$ cat config.mk
export PLATFORM = sky130hd
export DESIGN_NAME = periodic_task_priority_scheduler
export DESIGN_NICKNAME = d
export VERILOG_FILES = /design/src/ptps_pkg.sv /design/src/ptps_ram.sv /design/src/ptps_ctrl.sv /design/src/ptps_dpath.sv /design/src/periodic_task_priority_scheduler.sv
export SDC_FILE = /design/constraint.sdc
export NUM_CORES = 2
export LEC_CHECK = 0
export CELL_PAD_IN_SITES_DETAIL_PLACEMENT = 1
export CELL_PAD_IN_SITES_GLOBAL_PLACEMENT = 1
export CORE_MARGIN = 2
export CORE_UTILIZATION = 56
export DETAILED_ROUTE_END_ITERATION = 6
export DONT_BUFFER_PORTS = 1
export PLACE_DENSITY_LB_ADDON = 0.12
export SLEW_MARGIN = 20
export SYNTH_ARGS = -nofsm -noshare
export SYNTH_HDL_FRONTEND = slang
export SYNTH_HIERARCHICAL = 1
export SYNTH_SLANG_ARGS = --single-unit
$ cat constraint.sdc
create_clock -name i_clk -period 11.5 [get_ports i_clk]
set_input_delay 2.3 -clock i_clk [delete_from_list [all_inputs] [get_ports i_clk]]
set_output_delay 2.3 -clock i_clk [all_outputs]
set_load 0.03 [all_outputs]
$ cat src/ptps_pkg.sv
// package for the periodic task scheduler: item structs, command codes,
// controller/datapath interface structs; no dependencies
package ptps_pkg;

    localparam int FIELD_W    = 16;
    localparam int SLOT_W     = 4;
    localparam int CMD_W      = 2;
    localparam int TICK_W     = 32;
    localparam int CFG_IDX_W  = 4;
    localparam int CFG_DATA_W = 5;

    typedef enum logic [CMD_W-1:0] {
        CMD_LOAD    = 2'd0,
        CMD_TICK    = 2'd1,
        CMD_RESTART = 2'd2
    } t_cmd;

    typedef enum logic [1:0] {
        POL_RM = 2'd0,
        POL_DM = 2'd1,
        POL_EDF = 2'd2
    } t_policy;

    typedef enum logic [CFG_IDX_W-1:0] {
        CFG_POLICY = 4'd0,
        CFG_ACTIVE = 4'd1
    } t_cfg_idx;

    typedef enum logic [1:0] {
        ST_IDLE,
        ST_SCAN,
        ST_DRAIN,
        ST_COMMIT
    } t_state;

    typedef struct packed {
        logic [CMD_W-1:0]   cmd;
        logic [SLOT_W-1:0]  task_slot;
        logic [FIELD_W-1:0] task_period;
        logic [FIELD_W-1:0] task_budget;
        logic [FIELD_W-1:0] task_deadline;
    } t_in_item;

    typedef struct packed {
        logic              run_valid;
        logic [SLOT_W-1:0] run_task;
        logic              job_finished;
        logic [TICK_W-1:0] tick_number;
    } t_out_item;

    // controller to datapath
    typedef struct packed {
        logic load;
        logic restart;
        logic emit_idle;
        logic tick_inc;
        logic scan_begin;
        logic issue;
        logic commit;
    } t_ctl_cmd;

    // datapath to controller
    typedef struct packed {
        logic n_zero;
        logic scan_last;
    } t_ctl_sts;

endpackage

$ cat src/ptps_ram.sv
// generic single write port, single read port ram with registered read
// no dependencies
module ptps_ram #(
    parameter int WIDTH = 48,
    parameter int DEPTH = 16
) (
    input  logic                                   i_clk,
    input  logic                                   i_we,
    input  logic [(DEPTH > 1 ? $clog2(DEPTH) : 1)-1:0] i_waddr,
    input  logic [WIDTH-1:0]                       i_wdata,
    input  logic [(DEPTH > 1 ? $clog2(DEPTH) : 1)-1:0] i_raddr,
    output logic [WIDTH-1:0]                       o_rdata
);

    logic [WIDTH-1:0] r_mem [DEPTH];
    logic [WIDTH-1:0] r_rdata;

    always_ff @(posedge i_clk) begin
        if (i_we) begin
            r_mem[i_waddr] <= i_wdata;
        end
        r_rdata <= r_mem[i_raddr];
    end

    assign o_rdata = r_rdata;

endmodule

$ cat src/ptps_ctrl.sv
// scheduler controller: accepts items and sequences the per-tick task walk
// depends on ptps_pkg
module ptps_ctrl (
    input  logic                i_clk,
    input  logic                i_rst_n,
    input  logic                i_start,
    input  logic [1:0]          i_cmd,
    input  ptps_pkg::t_ctl_sts  i_sts,
    output ptps_pkg::t_ctl_cmd  o_ctl,
    output logic                o_busy
);

    ptps_pkg::t_state r_state;
    ptps_pkg::t_state n_state;

    always_ff @(posedge i_clk) begin
        if (!i_rst_n) begin
            r_state <= ptps_pkg::ST_IDLE;
        end else begin
            r_state <= n_state;
        end
    end

    always_comb begin
        n_state = r_state;
        o_ctl   = '0;
        unique case (r_state)
            ptps_pkg::ST_IDLE: begin
                if (i_start) begin
                    unique case (i_cmd)
                        ptps_pkg::CMD_LOAD: begin
                            o_ctl.load      = 1'b1;
                            o_ctl.emit_idle = 1'b1;
                        end
                        ptps_pkg::CMD_TICK: begin
                            if (i_sts.n_zero) begin
                                o_ctl.emit_idle = 1'b1;
                                o_ctl.tick_inc  = 1'b1;
                            end else begin
                                o_ctl.scan_begin = 1'b1;
                                n_state          = ptps_pkg::ST_SCAN;
                            end
                        end
                        ptps_pkg::CMD_RESTART: begin
                            o_ctl.restart   = 1'b1;
                            o_ctl.emit_idle = 1'b1;
                        end
                        default: begin
                            o_ctl.emit_idle = 1'b1;
                        end
                    endcase
                end
            end
            ptps_pkg::ST_SCAN: begin
                o_ctl.issue = 1'b1;
                if (i_sts.scan_last) begin
                    n_state = ptps_pkg::ST_DRAIN;
                end
            end
            ptps_pkg::ST_DRAIN: begin
                // last entry is processed in this cycle
                n_state = ptps_pkg::ST_COMMIT;
            end
            ptps_pkg::ST_COMMIT: begin
                o_ctl.commit = 1'b1;
                n_state      = ptps_pkg::ST_IDLE;
            end
            default: begin
                n_state = ptps_pkg::ST_IDLE;
            end
        endcase
    end

    assign o_busy = (r_state != ptps_pkg::ST_IDLE);

endmodule

$ cat src/ptps_dpath.sv
// scheduler datapath: config registers, task tables, job state, selection
// depends on ptps_pkg and ptps_ram
module ptps_dpath #(
    parameter int MAX_TASKS  = 16,
    parameter int TIME_WIDTH = 16
) (
    input  logic                                  i_clk,
    input  logic                                  i_rst_n,
    input  ptps_pkg::t_in_item                    i_item,
    input  logic                                  i_cfg_we,
    input  logic [ptps_pkg::CFG_IDX_W-1:0]        i_cfg_index,
    input  logic [ptps_pkg::CFG_DATA_W-1:0]       i_cfg_data,
    input  ptps_pkg::t_ctl_cmd                    i_ctl,
    output ptps_pkg::t_ctl_sts                    o_sts,
    output logic                                  o_strobe,
    output ptps_pkg::t_out_item                   o_result
);

    localparam int IW  = (MAX_TASKS > 1) ? $clog2(MAX_TASKS) : 1;
    localparam int TW  = TIME_WIDTH;
    localparam int DW  = TIME_WIDTH + 2;
    localparam int TBW = 3 * TIME_WIDTH;
    localparam int JW  = 3 * TIME_WIDTH + 2;
    localparam logic [DW-1:0] TTD_MIN = {1'b1, {(DW-1){1'b0}}};

    logic [1:0]              r_policy;
    logic [4:0]              r_active;
    logic [31:0]             r_tick;
    logic [MAX_TASKS-1:0]    r_tab_vld;
    logic [MAX_TASKS-1:0]    r_job_vld;
    logic [IW-1:0]           r_rd_idx;
    logic                    r_pv;
    logic [IW-1:0]           r_pidx;
    logic                    r_tv_q;
    logic                    r_jv_q;
    logic                    r_best_vld;
    logic [IW-1:0]           r_best_idx;
    logic signed [DW-1:0]    r_best_key;
    logic [JW-1:0]           r_best_word;
    logic                    r_strobe;
    ptps_pkg::t_out_item     r_result;

    logic [6:0]              act7;
    logic [6:0]              n7;
    logic [IW-1:0]           last_idx;
    logic                    slot_ok;
    logic [IW-1:0]           slot_addr;
    logic [TBW-1:0]          tab_wdata;
    logic [TBW-1:0]          tab_rdata;
    logic [JW-1:0]           job_rdata;
    logic                    job_we;
    logic [IW-1:0]           job_waddr;
    logic [JW-1:0]           job_wdata;

    logic [TW-1:0]           per;
    logic [TW-1:0]           bud;
    logic [TW-1:0]           dl;
    logic [TW-1:0]           rem;
    logic [TW-1:0]           ttr;
    logic [DW-1:0]           ttd;
    logic [TW-1:0]           rem_n;
    logic [TW-1:0]           ttr_n;
    logic [DW-1:0]           ttd_n;
    logic [DW-1:0]           ttd_w;
    logic signed [DW-1:0]    key;
    logic                    better;
    logic [JW-1:0]           proc_word;
    logic [TW-1:0]           c_rem;
    logic [JW-1:0]           commit_word;

    // active count limited to the table depth
    always_comb begin
        act7 = 7'(r_active);
        if (act7 > 7'(MAX_TASKS)) begin
            n7 = 7'(MAX_TASKS);
        end else begin
            n7 = act7;
        end
        last_idx = IW'(n7 - 7'd1);
    end

    assign o_sts.n_zero    = (n7 == 7'd0);
    assign o_sts.scan_last = (r_rd_idx == last_idx);

    assign slot_ok   = (7'(i_item.task_slot) < 7'(MAX_TASKS));
    assign slot_addr = IW'(i_item.task_slot);
    assign tab_wdata = {TW'(i_item.task_period), TW'(i_item.task_budget),
                        TW'(i_item.task_deadline)};

    ptps_ram #(
        .WIDTH(TBW),
        .DEPTH(MAX_TASKS)
    ) u_tab_ram (
        .i_clk  (i_clk),
        .i_we   (i_ctl.load && slot_ok),
        .i_waddr(slot_addr),
        .i_wdata(tab_wdata),
        .i_raddr(r_rd_idx),
        .o_rdata(tab_rdata)
    );

    ptps_ram #(
        .WIDTH(JW),
        .DEPTH(MAX_TASKS)
    ) u_job_ram (
        .i_clk  (i_clk),
        .i_we   (job_we),
        .i_waddr(job_waddr),
        .i_wdata(job_wdata),
        .i_raddr(r_rd_idx),
        .o_rdata(job_rdata)
    );

    // release, key and deadline countdown for the entry read last cycle
    always_comb begin
        per = r_tv_q ? tab_rdata[TBW-1 -: TW] : '0;
        bud = r_tv_q ? tab_rdata[2*TW-1 -: TW] : '0;
        dl  = r_tv_q ? tab_rdata[TW-1:0] : '0;
        rem = r_jv_q ? job_rdata[JW-1 -: TW] : '0;
        ttr = r_jv_q ? job_rdata[2*TW+1 -: TW] : '0;
        ttd = r_jv_q ? job_rdata[DW-1:0] : '0;

        if (ttr == '0) begin
            rem_n = bud;
            ttd_n = {2'b00, dl};
            ttr_n = (per == '0) ? '0 : per - TW'(1);
        end else begin
            rem_n = rem;
            ttd_n = ttd;
            ttr_n = ttr - TW'(1);
        end

        unique case (r_policy)
            ptps_pkg::POL_RM: key = $signed({2'b00, per});
            ptps_pkg::POL_DM: key = $signed({2'b00, dl});
            default:          key = $signed(ttd_n);
        endcase

        better = (rem_n != '0) && (!r_best_vld || (key < r_best_key));
        ttd_w  = (ttd_n == TTD_MIN) ? ttd_n : ttd_n - DW'(1);
        proc_word = {rem_n, ttr_n, ttd_w};

        c_rem       = r_best_word[JW-1 -: TW] - TW'(1);
        commit_word = {c_rem, r_best_word[2*TW+1:0]};

        if (i_ctl.commit) begin
            job_we    = r_best_vld;
            job_waddr = r_best_idx;
            job_wdata = commit_word;
        end else begin
            job_we    = r_pv;
            job_waddr = r_pidx;
            job_wdata = proc_word;
        end
    end

    always_ff @(posedge i_clk) begin
        if (!i_rst_n) begin
            r_policy   <= ptps_pkg::POL_RM;
            r_active   <= 5'd1;
            r_tick     <= '0;
            r_tab_vld  <= '0;
            r_job_vld  <= '0;
            r_rd_idx   <= '0;
            r_pv       <= 1'b0;
            r_best_vld <= 1'b0;
            r_strobe   <= 1'b0;
        end else begin
            if (i_cfg_we) begin
                if (i_cfg_index == ptps_pkg::CFG_POLICY) begin
                    r_policy <= i_cfg_data[1:0];
                end else if (i_cfg_index == ptps_pkg::CFG_ACTIVE) begin
                    r_active <= i_cfg_data;
                end
            end

            if (i_ctl.load && slot_ok) begin
                r_tab_vld[slot_addr] <= 1'b1;
            end

            if (i_ctl.restart) begin
                r_job_vld <= '0;
                r_tick    <= '0;
            end else if (i_ctl.tick_inc || i_ctl.commit) begin
                r_tick <= r_tick + 32'd1;
            end

            if (i_ctl.scan_begin) begin
                r_rd_idx   <= '0;
                r_best_vld <= 1'b0;
            end else if (i_ctl.issue) begin
                r_rd_idx <= r_rd_idx + IW'(1);
            end

            r_pv <= i_ctl.issue;
            if (r_pv) begin
                r_job_vld[r_pidx] <= 1'b1;
                if (better) begin
                    r_best_vld <= 1'b1;
                end
            end

            r_strobe <= i_ctl.emit_idle || i_ctl.commit;
        end
    end

    // payload registers
    always_ff @(posedge i_clk) begin
        if (i_ctl.issue) begin
            r_pidx <= r_rd_idx;
            r_tv_q <= r_tab_vld[r_rd_idx];
            r_jv_q <= r_job_vld[r_rd_idx];
        end
        if (r_pv && better) begin
            r_best_idx  <= r_pidx;
            r_best_key  <= key;
            r_best_word <= proc_word;
        end
        if (i_ctl.commit) begin
            r_result.run_valid    <= r_best_vld;
            r_result.run_task     <= r_best_vld ? ptps_pkg::SLOT_W'(r_best_idx) : '0;
            r_result.job_finished <= r_best_vld && (c_rem == '0);
            r_result.tick_number  <= r_tick;
        end else if (i_ctl.emit_idle) begin
            r_result.run_valid    <= 1'b0;
            r_result.run_task     <= '0;
            r_result.job_finished <= 1'b0;
            r_result.tick_number  <= i_ctl.restart ? '0 : r_tick;
        end
    end

    assign o_strobe = r_strobe;
    assign o_result = r_result;

endmodule

$ cat src/periodic_task_priority_scheduler.sv
// top level of the periodic task scheduler
// depends on ptps_pkg, ptps_ctrl, ptps_dpath (and ptps_ram below it)
//
// Load, restart and unused command items take no walk: busy stays low and
// the result strobe follows on the next cycle. A tick item walks the active
// task entries one per cycle through the job state ram, then passes the
// drain and commit states, where the selection is written back, before its
// result strobe, walking n = min(active_tasks, MAX_TASKS) entries; a tick
// with no active tasks is idle, with no walk. Results come out on o_strobe
// for exactly one cycle and cannot be held off. Configuration writes are
// always accepted and should only be issued while busy is low.
module periodic_task_priority_scheduler #(
    parameter int MAX_TASKS  = 16,
    parameter int TIME_WIDTH = 16
) (
    input  logic                                i_clk,
    input  logic                                i_rst_n,
    input  logic                                start,
    output logic                                busy,
    input  ptps_pkg::t_in_item                  i_item,
    output logic                                o_strobe,
    output ptps_pkg::t_out_item                 o_result,
    input  logic                                i_cfg_valid,
    output logic                                o_cfg_ready,
    input  logic [ptps_pkg::CFG_IDX_W-1:0]      i_cfg_index,
    input  logic [ptps_pkg::CFG_DATA_W-1:0]     i_cfg_data
);

    ptps_pkg::t_ctl_cmd ctl;
    ptps_pkg::t_ctl_sts sts;
    logic               busy_int;

    assign busy        = busy_int;
    assign o_cfg_ready = 1'b1;

    ptps_ctrl u_ctrl (
        .i_clk  (i_clk),
        .i_rst_n(i_rst_n),
        .i_start(start),
        .i_cmd  (i_item.cmd),
        .i_sts  (sts),
        .o_ctl  (ctl),
        .o_busy (busy_int)
    );

    ptps_dpath #(
        .MAX_TASKS (MAX_TASKS),
        .TIME_WIDTH(TIME_WIDTH)
    ) u_dpath (
        .i_clk      (i_clk),
        .i_rst_n    (i_rst_n),
        .i_item     (i_item),
        .i_cfg_we   (i_cfg_valid),
        .i_cfg_index(i_cfg_index),
        .i_cfg_data (i_cfg_data),
        .i_ctl      (ctl),
        .o_sts      (sts),
        .o_strobe   (o_strobe),
        .o_result   (o_result)
    );

endmodule

## Word level (Yosys, flattened, before mapping)

Memory sizes are Yosys's and may differ from the RTL's. A register that Yosys moved wholly into a read port is not among the register bits.
Cells that the tools add are included.

| storage, ports and cells | value |
|---|---|
| output and inout bits | 41 |
| flip-flop bits (word level) | 196 |
| memories | 2 |
| input bits | 67 |
| RAM bits | 1568 |

Memories:

| memory | depth | width | rd ports | clocked after Yosys merged registers in | write ports | RTL line | text |
|---|---|---|---|---|---|---|---|
| u_dpath.u_job_ram.r_mem | 16 | 50 | 1 | 1 | 1 | ptps_ram.sv:15 | `logic [WIDTH-1:0] r_mem [DEPTH];` |
| u_dpath.u_tab_ram.r_mem | 16 | 48 | 1 | 1 | 1 | ptps_ram.sv:15 |  |

| operators by class | value |
|---|---|
| equal/unequal tests | 13 |
| muxes and demuxes | 53 |
| add/subtract/negate cells | 7 |
| reduce and logical (&&, ||, !) cells | 25 |
| order comparisons | 7 |
| bitwise gates (word level) | 4 |

Operators with widths:

| operator | count |
|---|---|
| 2-to-1 mux 16 bit | 11 |
| 2-to-1 mux 38 bit | 2 |
| 2-to-1 mux 18 bit | 3 |
| 2-to-1 mux 50 bit | 1 |
| logical NOT 16 bit | 3 |
| subtractor 16 x 1 -> 16 bit, second input constant | 3 |
| case mux 18 bit (2 select lines) | 1 |
| adder 32 x 1 -> 32 bit, second input constant | 1 |
| 2-to-1 mux 32 bit | 1 |
| bitwise OR 16 bit | 2 |
| equality test 18 bit, second input constant | 1 |
| < comparator 18 bit | 1 |
| 2-to-1 mux 1 bit | 18 |
| subtractor 18 x 1 -> 18 bit, second input constant | 1 |
| nonzero test 16 bit | 1 |
| < comparator 4 x 5 -> 1 bit, second input constant | 3 |
| 2-to-1 mux 5 bit | 3 |
| 2-to-1 mux 2 bit | 6 |
| binary-select mux 1 bit (select 4 bit) | 2 |
| demux 1 bit (select 4 bit) | 2 |
| greater-or-equal comparator 4 x 1 -> 1 bit, second input constant | 2 |
| 2-to-1 mux 4 bit | 2 |
| inequality test 2 bit, second input constant | 4 |
| case mux 2 bit (4 select lines) | 1 |
| 19 further kinds | 34 |

## Logic depth before layout (Yosys ltp)

| depth | value |
|---|---|
| depth in word-level cells | 11 |
| mapped depth | 22 |

## By module

Netlist, hierarchy kept.

Modules (own cells, without submodules):

| module | times used | area each (µm²) | seq. area each (µm²) | cells each |
|---|---|---|---|---|
| ptps_ram (u_dpath.u_job_ram) | 1 | 30910.9 | 25024.0 | 1294 |
| ptps_ram (u_dpath.u_tab_ram) | 1 | 29691.0 | 24023.0 | 1242 |
| ptps_dpath | 1 | 11159.5 | 5044.8 | 1116 |
| ptps_ctrl | 1 | 239.0 | 40.0 | 27 |
| periodic_task_priority_scheduler | 1 | 11.3 | 0.0 | 2 |

## Least setup slack after synthesis

Ideal clock, no wire load.

| timing path | value |
|---|---|
| kind | register to register |
| start point | register u_dpath.r_jv_q |
| end point | register u_dpath.r_best_idx[0], enable pin |
| cell stages (with the launch flop) | 20 |
| arrival time | 9.621 ns |
| period minus slack after synthesis | 10.233 ns |
| buffers on the path | 6 |
| path slack | 1.267 ns |
| cells stage by stage | edfxtp_1 -> clkbuf_1 -> clkbuf_1 -> buf_1 -> nand2_1 -> ha_1 -> clkbuf_2 -> nor3b_1 -> and4_4 -> nor2_1 -> clkbuf_1 -> clkbuf_1 -> and3_1 -> ha_1 -> nand4_1 -> or4_1 -> o211ai_1 -> o21ai_0 -> xor2_1 -> a21boi_0 |

| on the way | value |
|---|---|
| word-level cells in the longest chain between the ends | 8 |
| elaborated cells on any way between the ends | 12 |

RTL lines:

| item | RTL line | text |
|---|---|---|
| from (decl) | ptps_dpath.sv:35 | `logic r_jv_q;` |
| from (signal assigned) | ptps_dpath.sv:212 | `r_jv_q <= r_job_vld[r_rd_idx];` |
| 2-to-1 mux 16 bit | ptps_dpath.sv:120 | `ttr = r_jv_q ? job_rdata[2*TW+1 -: TW] : '0;` |
| logical NOT 16 bit | ptps_dpath.sv:123 | `if (ttr == '0) begin` |
| 2-to-1 mux 18 bit * | ptps_dpath.sv:123 |  |
| case mux 18 bit (2 select lines) * | ptps_dpath.sv:133 | `unique case (r_policy)` |
| named net u_dpath.key[16] | ptps_dpath.sv:65 | `logic signed [DW-1:0] key;` |
| < comparator 18 bit * | ptps_dpath.sv:139 | `better = (rem_n != '0) && (!r_best_vld \|\| (key < r_best_key));` |
| logical OR 1 bit * | ptps_dpath.sv:139 |  |
| logical AND 1 bit * | ptps_dpath.sv:139 |  |
| logical AND 1 bit * | ptps_dpath.sv:214 | `if (r_pv && better) begin` |
| to (signal assigned) | ptps_dpath.sv:215 | `r_best_idx <= r_pidx;` |
| to (decl) | ptps_dpath.sv:37 | `logic [IW-1:0] r_best_idx;` |

Mark *: on every way through the listed nets, which the timed path passes. The rest lies on a longest branch.
A chain may end at the register's enable or synchronous reset.

## Worst setup path in the final report

| timing path | value |
|---|---|
| start point | register u_dpath.r_jv_q |
| end point | register u_dpath.r_best_word[33], enable pin |

| on the way | value |
|---|---|
| word-level cells in the longest chain between the ends | 8 |
| elaborated cells on any way between the ends | 12 |

RTL lines:

| item | RTL line | text |
|---|---|---|
| 2-to-1 mux 16 bit | ptps_dpath.sv:120 |  |
| logical NOT 16 bit | ptps_dpath.sv:123 |  |
| 2-to-1 mux 18 bit * | ptps_dpath.sv:123 |  |
| case mux 18 bit (2 select lines) * | ptps_dpath.sv:133 |  |
| named net u_dpath.key[5] | ptps_dpath.sv:65 |  |
| < comparator 18 bit * | ptps_dpath.sv:139 |  |
| logical OR 1 bit * | ptps_dpath.sv:139 |  |
| logical AND 1 bit * | ptps_dpath.sv:139 |  |
| logical AND 1 bit * | ptps_dpath.sv:214 |  |
| to (signal assigned) | ptps_dpath.sv:217 | `r_best_word <= proc_word;` |
| to (decl) | ptps_dpath.sv:39 | `logic [JW-1:0] r_best_word;` |

Marks and branches as above.

==> metrics <==
Async SR Flop Fraction 0%; switching power 3510 uW; reg-to-reg startpoint u_dpath/r_jv_q; Nets ~3,800; Final Cycle Share 56.6%; hold_buf cts 0; worst-path maximum fanout 72; P_leak 0.0249 uW; Row Count approximately 130; syn nets between 3,000 and 4,000; Sw Share a little under a quarter; antenna-violating nets left 0; Final GP Congestion 0.890; Seq/Total Area, Yosys 75.2%; Clock transition at path regs roughly 60 ps; drt total wl between 150 and 200 mm; met1 usage 37.1%; H-tree levels 4; via count 36,047; path depth of the worst reg2reg path 17; Fin. Hold Viols 0; Die ar. about 130,000 um^2; Internal Power between 10,000 and 15,000 uW; synthesized cell area roughly 70,000 um^2; Combinational Power Share around a tenth; most common cell after layout, fill and taps aside edfxtp_1; vias per inst 6.48; DP Wirelength 98.8 mm; Primary FF master, synth edfxtp_1; Crit Reg-Reg Endpoint u_dpath/r_best_word[33]; I/O pin cnt roughly 110; RSZ-0062 raised after global routing no; number of global-route vias before repair 38,550; Hold Path Class flip-flop to flip-flop; Max Cap Violations 0; Post-CTS Setup Inserts 0; post-place setup slack 5090 ps; met3 usage 4.63%; largest net degree at the start of global routing 145; Startpoint Class flip-flop; first-pass GRT wire length ~260 mm; Final Skew approximately 16 ps; TritonRoute pass-1 iters 6; Cells on Worst Hold Path 1; worst-skew pair later-pin latency 800 ps; r2r setup slk 4990 ps; Post-CTS Resized 0; residual DRC count 0; Die X 363 um; Inserted Clock Buffers ~180; GR Util All Layers 27.3%; Hold EP u_dpath/r_tab_vld[1]; Worst VDD drop 188 uV; CTS tree built; Synth Instances 3,681; Starting Density 56.5%; Slew headroom 20.5%; Seq pwr share 52.1%; GR Util met2 46.1%; syn_area_per_cell slightly below 20 um^2; Placeable Area 128,000 um^2; Iter 0 DRT Violations roughly 3,200; Root Driver clkbuf_16; critical path class flip-flop to flip-flop; # clock sinks approximately 1,900; initial antenna violation count 12; drt wl/cell 31.8 um; Worst Path Arrival between 6000 and 7000 ps; Clock Power Share 38.4%; Setup-failing EPs final 0; Slew @ Worst Pin 1190 ps; CP endpoint kind flip-flop; IO buf count 0; share of layout cells above drive strength 1 21.9%; Post-synth EDFFs 1,684; Setup TNS Final 0 ps; final setup margin 4990 ps; CTS max path bufs 3; most frequent cells in the layout edfxtp_1, mux4_2, a22oi_1, nand2_1, clkbuf_16; Synth Register Bits 1,862; warnings from Yosys 6; grt ovf 0; Die H 363 um; P per Cell Area 190 nW/um^2; Cell variety after synth 83; Critical Path RT 11,910 ps; crit path time final 6510 ps; startpoint of the worst hold path u_dpath/r_tab_vld[1]; Max Transition Viols Final 0; Max Clock Freq 154 MHz; busiest grt layer met2; status complete, no violations; layout overhead on the synthesized area 11.1%
## sequential cells by signal (all words and copies together), names as in the netlist, 2 cells and up
name                       cells
u_dpath/u_tab_ram/o_rdata     48
u_dpath/r_active               5
u_dpath/r_pidx                 4
u_dpath/r_job_vld             16
u_dpath/r_best_word           50
u_dpath/r_tab_vld             16
u_dpath/r_policy               2
u_dpath/o_result              38
u_dpath/r_best_idx             4
u_dpath/r_rd_idx               4
u_ctrl/r_state                 2
u_dpath/u_job_ram/o_rdata     50
u_dpath/r_best_key            18
u_dpath/u_tab_ram/r_mem      768
u_dpath/r_tick                32
u_dpath/u_job_ram/r_mem      800
## per-stage QoR
step / utilization (%) / hold WS (ps) / power [uW] / instance area, um^2 / instances
after CTS: 62.7 / 470 / 15300 / 80000 / 5563
after global placement: 58.1 / 441 / 9440 / 74100 / 5222
final: 62.8 / 467 / 15200 / 80000 / 5566
after floorplan: - / 435 / 9090 / 72000 / 3681
after detailed placement: 58.1 / 456 / 9510 / 74100 / 5224
after global routing: 62.8 / 486 / 15700 / 80000 / 5564
## Yosys cell counts (36+ instances only)
master    count  share of area, %
a21oi_1      40              0.28
a22oi_1     200               2.1
and2_1       55              0.48
clkbuf_1     90              0.47
dfxtp_1     178               4.9
edfxtp_1   1684                70
inv_1        47              0.24
mux2_2       41              0.64
mux4_2      402                13
nand2_1     190              0.99
nor2_1      133              0.69
nor3_1       38              0.26
o21ai_0      37              0.26
xnor2_1      36              0.44
xor2_1       44              0.54
## critical path, stage by stage, from the launching register on
cell and delay (ps):
edfxtp_1 360, buf_4 280, nand2_1 140, ha_1 340, nor3b_1 460, nand4_2 640
nand2_1 680, a31oi_1 250, o22ai_1 260, ha_1 310, a21oi_1 150, o21ai_0 170
a221oi_1 360, nand4b_1 130, o21ai_0 340, xor2_1 180, a21boi_4 170, buf_4 790
## area by class of cell
type	instances	area, um^2
Antenna cell	2	5.00
Sequential cell	1862	54100
Timing Repair Buffer	65	588
Clock buffer	251	5050
Clock inverter	88	797
Inverter	48	180
Fill cell	10516	47500
Tap cell	1662	2080
Multi-Input combinational cell	1588	17200
## power by group through the flow
stage | combinational (uW) | clock (uW) | sequential (uW)
2_1_floorplan | 1090 | 0 | 7990
3_3_place_gp | 1380 | 0 | 8060
3_5_place_dp | 1440 | 0 | 8070
4_1_cts | 1460 | 5930 | 7930
5_1_grt | 1570 | 6170 | 7930
6_report | 1440 | 5830 | 7930
## per-layer routing
layer	vias up	routed length, um	part of all wire [%]
li1	15177	-	-
met1	19341	71700	41
met3	273	11100	6.3
met5	-	0	0
met2	1256	90200	51
met4	0	3890	2.2
## cell families after synthesis
| kind of cell | count (synthesis) | share of synthesized area (%) |
|---|---|---|
| other | 1 | 0.00521 |
| adders and majority gates | 32 | 0.556 |
| xor gates and xnor gates | 80 | 0.973 |
| muxes | 470 | 13.6 |
| DFF | 1862 | 75.2 |
| buffers and inverters | 231 | 1.41 |
| and+or+nand+nor | 591 | 4.08 |
| AOI/OAI and AO/OA | 414 | 4.22 |
## how the worst max path moves through the flow
stage                   startpoint                 endpoint  slack, ps  cells after the start
CTS                 u_dpath/r_jv_q  u_dpath/r_best_word[12]       5110                     17
detailed placement  u_dpath/r_jv_q  u_dpath/r_best_word[21]       5090                     17
global placement    u_dpath/r_jv_q  u_dpath/r_best_word[22]       5310                     17
global route        u_dpath/r_jv_q  u_dpath/r_best_word[19]       4620                     17
finish              u_dpath/r_jv_q  u_dpath/r_best_word[33]       4990                     17
floorplan           u_dpath/r_jv_q    u_dpath/r_best_idx[0]       1270                     19
Note: power is estimated with default switching activity, not from simulation.
